--- src/rtl/core/assert_macros.svh ---
// shared assertion macros
`ifndef ASSERT_MACROS_SVH
`define ASSERT_MACROS_SVH

// same-cycle implication
`define DPRL_ASSERT_IMP(label, clk, rst, ante, cons) \
   label: assert property (@(posedge clk) disable iff (rst) (ante) |-> (cons)) \
      else $error("assertion failed");

// next-cycle implication
`define DPRL_ASSERT_NEXT(label, clk, rst, ante, cons) \
   label: assert property (@(posedge clk) disable iff (rst) (ante) |=> (cons)) \
      else $error("assertion failed");

`endif

--- src/rtl/core/dprl_pkg.sv ---
`default_nettype none

package dprl_pkg;

   localparam int SLOTS = 64;
   localparam int IDX_W = (SLOTS > 1) ? $clog2(SLOTS) : 1;
   localparam int CNT_W = $clog2(SLOTS + 1);
   localparam int DATA_W = 32;
   localparam logic [DATA_W-1:0] MIN_INTERVAL_RESET = 32'd300;

   typedef enum logic [1:0] {
      CMD_DIRTY  = 2'd0,
      CMD_TAKE   = 2'd1,
      CMD_PUSHED = 2'd2,
      CMD_CLEAR  = 2'd3
   } cmd_type;

   typedef struct packed {
      logic [DATA_W-1:0] dirty;
      logic [DATA_W-1:0] pushed;
      logic [DATA_W-1:0] last_time;
   } slot_rec_type;

   typedef struct packed {
      logic              start;
      logic [DATA_W-1:0] key;
      logic [CNT_W-1:0]  count;
   } scan_req_type;

   typedef struct packed {
      logic             done;
      logic             hit;
      logic [IDX_W-1:0] index;
   } scan_res_type;

   typedef struct packed {
      logic              en;
      logic [IDX_W-1:0]  index;
      logic [DATA_W-1:0] key;
   } key_wr_type;

   typedef struct packed {
      logic             en;
      logic [IDX_W-1:0] index;
      slot_rec_type     rec;
   } slot_wr_type;

endpackage

`default_nettype wire

--- src/rtl/core/dprl_key_scan.sv ---
`default_nettype none

module dprl_key_scan
   import dprl_pkg::*;
(
   input  wire logic         clock,
   input  wire logic         reset,
   input  wire scan_req_type scan_req,
   input  wire key_wr_type   key_wr,
   output scan_res_type      scan_res
);

   logic [DATA_W-1:0] key_mem_ff [SLOTS];

   logic              busy_ff, busy_in;
   logic [CNT_W-1:0]  addr_ff, addr_in;
   logic              rd_valid_ff, rd_valid_in;
   logic [IDX_W-1:0]  rd_idx_ff;
   logic [DATA_W-1:0] rd_key_ff;
   logic [DATA_W-1:0] key_ff, key_in;
   logic [CNT_W-1:0]  count_ff, count_in;

   logic issue;
   logic hit_now;
   logic miss_now;

   always_comb begin
      issue    = busy_ff && (addr_ff < count_ff);
      hit_now  = busy_ff && rd_valid_ff && (rd_key_ff == key_ff);
      miss_now = busy_ff && !rd_valid_ff && !issue;

      scan_res.done  = hit_now || miss_now;
      scan_res.hit   = hit_now;
      scan_res.index = rd_idx_ff;

      busy_in     = busy_ff;
      addr_in     = addr_ff;
      rd_valid_in = rd_valid_ff;
      key_in      = key_ff;
      count_in    = count_ff;

      if (scan_req.start) begin
         busy_in     = 1'b1;
         addr_in     = '0;
         rd_valid_in = 1'b0;
         key_in      = scan_req.key;
         count_in    = scan_req.count;
      end else if (hit_now || miss_now) begin
         busy_in     = 1'b0;
         rd_valid_in = 1'b0;
      end else if (busy_ff) begin
         rd_valid_in = issue;
         if (issue) begin
            addr_in = addr_ff + CNT_W'(1);
         end
      end
   end

   always_ff @(posedge clock) begin
      if (reset) begin
         busy_ff     <= 1'b0;
         rd_valid_ff <= 1'b0;
         addr_ff     <= '0;
         count_ff    <= '0;
      end else begin
         busy_ff     <= busy_in;
         rd_valid_ff <= rd_valid_in;
         addr_ff     <= addr_in;
         count_ff    <= count_in;
      end
   end

   always_ff @(posedge clock) begin
      key_ff <= key_in;
      if (issue) begin
         rd_key_ff <= key_mem_ff[addr_ff[IDX_W-1:0]];
         rd_idx_ff <= addr_ff[IDX_W-1:0];
      end
      if (key_wr.en) begin
         key_mem_ff[key_wr.index] <= key_wr.key;
      end
   end

endmodule

`default_nettype wire

--- config.mk ---
export PLATFORM = sky130hd
export DESIGN_NAME = dprl_key_scan
export DESIGN_NICKNAME = d
export VERILOG_FILES = /design/src/rtl/core/assert_macros.svh /design/src/rtl/core/dprl_pkg.sv /design/src/rtl/core/dprl_key_scan.sv
export SDC_FILE = /design/constraint.sdc
export NUM_CORES = 2
export LEC_CHECK = 0
export CAP_MARGIN = 5
export CORE_MARGIN = 2
export CORE_UTILIZATION = 55
export DETAILED_ROUTE_END_ITERATION = 8
export DONT_BUFFER_PORTS = 1
export HOLD_SLACK_MARGIN = 0.08
export PLACE_DENSITY = 0.81
export REMOVE_ABC_BUFFERS = 1
export SLEW_MARGIN = 20
export SYNTH_ARGS = -nofsm -noshare
export SYNTH_HDL_FRONTEND = slang
export SYNTH_SLANG_ARGS = --single-unit
--- constraint.sdc ---
create_clock -name clock -period 8.9 [get_ports clock]
set_clock_uncertainty 0.1 [all_clocks]
set_input_delay 1.335 -clock clock [delete_from_list [all_inputs] [get_ports clock]]
set_output_delay 1.335 -clock clock [all_outputs]
set_load 0.1 [all_outputs]
# [Word-level counts from Yosys, hierarchy flattened]
# Memory sizes are Yosys's and may differ from the RTL's. A register that Yosys moved wholly into a read port is not among the register bits.
# Index checks and enable logic that the tools add are counted.
[classes] reduce_logical=12 order_cmp=1 mux=4 add_sub_neg=1 eq_ne=1 bitwise=1
[ops] operator="equality test 32 bit" n=1
[ops] operator="adder 7 x 1 -> 7 bit (second input constant)" n=1
[ops] operator="less-than comparator 7 bit" n=1
[ops] operator="logical AND 1 bit" n=5
[ops] operator="two-way mux 1 bit" n=4
[ops] operator="AND reduction 3 bit" n=1
[ops] operator="OR reduction 3 bit" n=1
[ops] operator="zero test 1 bit" n=2
[ops] operator="nonzero test 2 bit" n=1
[ops] operator="OR reduction 2 bit" n=1
[ops] operator="logical OR 1 bit" n=1
[ops] operator="inverter 1 bit" n=1
[totals] out_inout_bits=8 n_memories=1 regBits=54 elab_cells=27 ramBits=2048 in_bits=81
[mem_list] memory="key_mem_ff" words=64 word_bits=32 read_ports=1 rd_ports_with_merged_regs=1 write_ports=1 line="dprl_key_scan.sv:13" rtl="logic [DATA_W-1:0] key_mem_ff [SLOTS];"

# [Logic depth before layout (Yosys ltp)]
[logic_depth] ltp_word=7 depth_mapped=11 ltp_nobuf=9

# [Worst setup path before layout]
# No wires, ideal clock.
[synth_path] kind="in2reg" startpoint="input key_wr[35] (netlist name)" endpoint="memory key_mem_ff[48][0] (enable)" path_buffers=1 setup_ns=0.461 arrival_ns=4.039 stages=4 t_required_ns=8.339 slack_ns=4.300 path_cell_list="clkbuf_1 -> nor2b_1 -> nand4b_1 -> nor3_1"
[synth_lines] element="start, declared" line="dprl_key_scan.sv:9" rtl="input wire key_wr_type key_wr,"
[synth_lines] element="end, declared" line="dprl_key_scan.sv:13"
# Straight into the memory's write port.

==> impl_metrics.json <==
{
  "combPwrFrac_pct": 1.9,
  "rsz0062_at_grt": "no",
  "die_x_um": 389,
  "ys_ff_latch": 2134,
  "place_area_um2": 84300,
  "synth_cells": 3493,
  "peakVddDrop_mv": 0.210,
  "fillCellCount": 9225,
  "power_leakage_nw": 26.7,
  "finalMaxSlewViolations": 0,
  "final_common_cell": "edfxtp_1",
  "hold_path.class": "flip-flop to flip-flop",
  "path_clk_slew_ps": 60,
  "hold_buffers": 0,
  "use_met3_pct": 9.18,
  "synth.avg_cell_area_um2": 23.3,
  "cts_buffers": 189,
  "synth-async-reset-ratio_pct": 0,
  "start_kind": "flip-flop",
  "vias": 40866,
  "fmax_ghz": 0.186,
  "synth-main-ff-cell": "edfxtp_1",
  "wl_um": 219000,
  "gr-total-overflow": 0,
  "post-cts-setup-buffers": 0,
  "portBuffers": 0,
  "die_height_um": 389,
  "worstPathArrival_ps": 3940,
  "powerDensity_nw_per_um2": 218,
  "fin_area_um2": 90300,
  "intPower_mw": 15.8,
  "core_area_um2": 147000,
  "worst_pin_slew_ps": 1250,
  "required_ps": 7470,
  "place_hpwl_um": 111000,
  "row_count": 141,
  "timing.slew.headroom_pct": 16.3,
  "ys_seq_area_share_pct": 78.4,
  "io-pin-count": 89,
  "clock_latency_ps": 830,
  "crit_path_end_kind": "output port",
  "power_frac_seq_pct": 57.0,
  "p_clk_share_pct": 41.0,
  "grt_pass1_vias": 40700,
  "clk_path_buf_depth": 3,
  "clkSinkCount": 2134,
  "violations": "DRC",
  "via_per_inst": 7.19,
  "htreeDepth": 4,
  "critPathKind": "flip-flop to output port",
  "whs_ps": 417,
  "post-route-drc-count": 2,
  "met1_usage_pct": 38.5,
  "syn_area_um2": 81500,
  "cts_resized": 0,
  "setup_viol_count_final": 0,
  "layout_min_cycle_time_ps": 5370,
  "detail_route.wl_per_cell_um": 38.6,
  "grt-busiest-layer": "met2",
  "path_max_fanout": 42,
  "worstPathCellList": "ha_1 > nand4_1 > o21ai_1 > inv_2 > nor2_1 > a21o_1",
  "grt_antenna_before_repair": 10,
  "yosysWarnings": 0,
  "outcome": "finished, violations left",
  "drt_iter0_markers": 7423,
  "detail_route.first_pass.iterations": 9,
  "slowest_stage": "dfxtp_4",
  "gp_congestion": 0.876,
  "slowest_delay_ps": 960,
  "final_cell_mix": "edfxtp_1, mux4_2, clkbuf_16",
  "dieArea_um2": 151000,
  "ant_nets": 0,
  "synth_cell_types": 53,
  "cts_tree": "built",
  "grt_max_degree": 143,
  "finalHoldViolations": 0,
  "period_share_pct": 60.4,
  "synth_edf_count": 2118,
  "ctsRootBufferMaster": "clkbuf_16",
  "grt_pass1_wl_um": 309000,
  "finalCoreUtilization_pct": 61.2,
  "nets": 3684,
  "drv_cap": 0,
  "drive_gt1_share_pct": 26.8,
  "grt_use_total_pct": 29.2,
  "met2_usage_pct": 45.0,
  "sw_frac_of_total_pct": 19.7,
  "initial_core_util_pct": 55.3,
  "area_growth_pct": 10.7,
  "power.switching_mw": 3.88
}
==> final timing paths <==
path,from,to,slack (ps),cells after the start
setup / recovery,addr_ff[3],scan_res[7],3530,6
hold / removal,count_ff[2],count_ff[2],420,2
setup reg to reg,addr_ff[2],rd_key_ff[16],3880,6
hold reg to reg,count_ff[2],count_ff[2],420,2
==> layer usage <==
layer	up-vias	routed length [um]
li1	15151	-
met1	20925	70700
met2	4034	102000
met3	740	33900
met4	16	12000
met5	-	100
==> critical path: cells and delay by family, from the launching register on <==
kind	cells	cell delay [ps]
AOI/OAI and AO/OA	2	1520
buffers and inverters	1	70
adders and majority gates	1	280
DFF	1	960
and+or+nand+nor	2	270
==> cell families (layout without fill, tap and decap cells) <==
group,count (synthesis),in the layout,share of synthesized area (%)
AO/OA/AOI/OAI,228,228,2.07
XOR/XNOR,32,32,0.344
adder cells (fa/ha/maj),7,7,0.107
buffers and inverters,201,453,1.33
flip-flops,2134,2134,78.4
multiplexers,637,637,16.2
other,0,5,0
AND/OR/NAND/NOR,254,254,1.52
==> state kept, by name (all words and copies together), names as in the netlist <==
register,flops
rd_idx_ff,6
rd_valid_ff,1
rd_key_ff,32
busy_ff,1
key_mem_ff,2048
addr_ff,7
key_ff,32
count_ff,7
==> cell usage after synthesis (17+ instances only) <==
library cell  number  area [um^2]
a21oi_1           31          155
a221oi_1          28          245
a22o_1            24          210
a22oi_1           64          480
buf_1             22         82.6
buf_2             61          305
buf_4             32          240
buf_6             18          203
clkbuf_1          58          218
edfxtp_1        2118        63600
mux2i_1           75          751
mux4_2           547        12300
nand2_1           46          173
nand3_1           18         90.1
nor2_1            95          357
nor2b_1           25          156
xor2_1            17          149
==> power by group through the flow <==
| stage | clock, mW | combinational [mW] | sequential (mW) |
|---|---|---|---|
| floorplan | 0 | 0.373 | 11.4 |
| global placement | 0 | 0.361 | 11.4 |
| detailed placement | 0 | 0.366 | 11.4 |
| CTS | 8.09 | 0.375 | 11.2 |
| global route | 8.42 | 0.393 | 11.2 |
| finish | 8.06 | 0.378 | 11.2 |
==> metrics by stage <==
stage / worst slack [ps] / power, mW / std cells / setup TNS, ps
2_1_floorplan: -13470 / 11.8 / 3301 / -969450
3_3_place_gp: 4080 / 11.8 / 5335 / 0
3_5_place_dp: 4010 / 11.8 / 5335 / 0
4_1_cts: 3580 / 19.7 / 5675 / 0
5_1_grt: 3390 / 20.0 / 5677 / 0
6_report: 3530 / 19.6 / 5680 / 0
==> area by class of cell <==
type	instances	area (um^2)	share of cell area, %
antenna	5	12.5	0.0139
clock inverter	93	917	1.02
multi-input combinational	1158	17000	18.9
inverter	9	33.8	0.0374
timing repair buffer	104	842	0.933
tap	1930	2410	2.68
sequential	2134	63900	70.8
clock buffer	247	5080	5.63
Note: power is estimated with default switching activity, not from simulation.
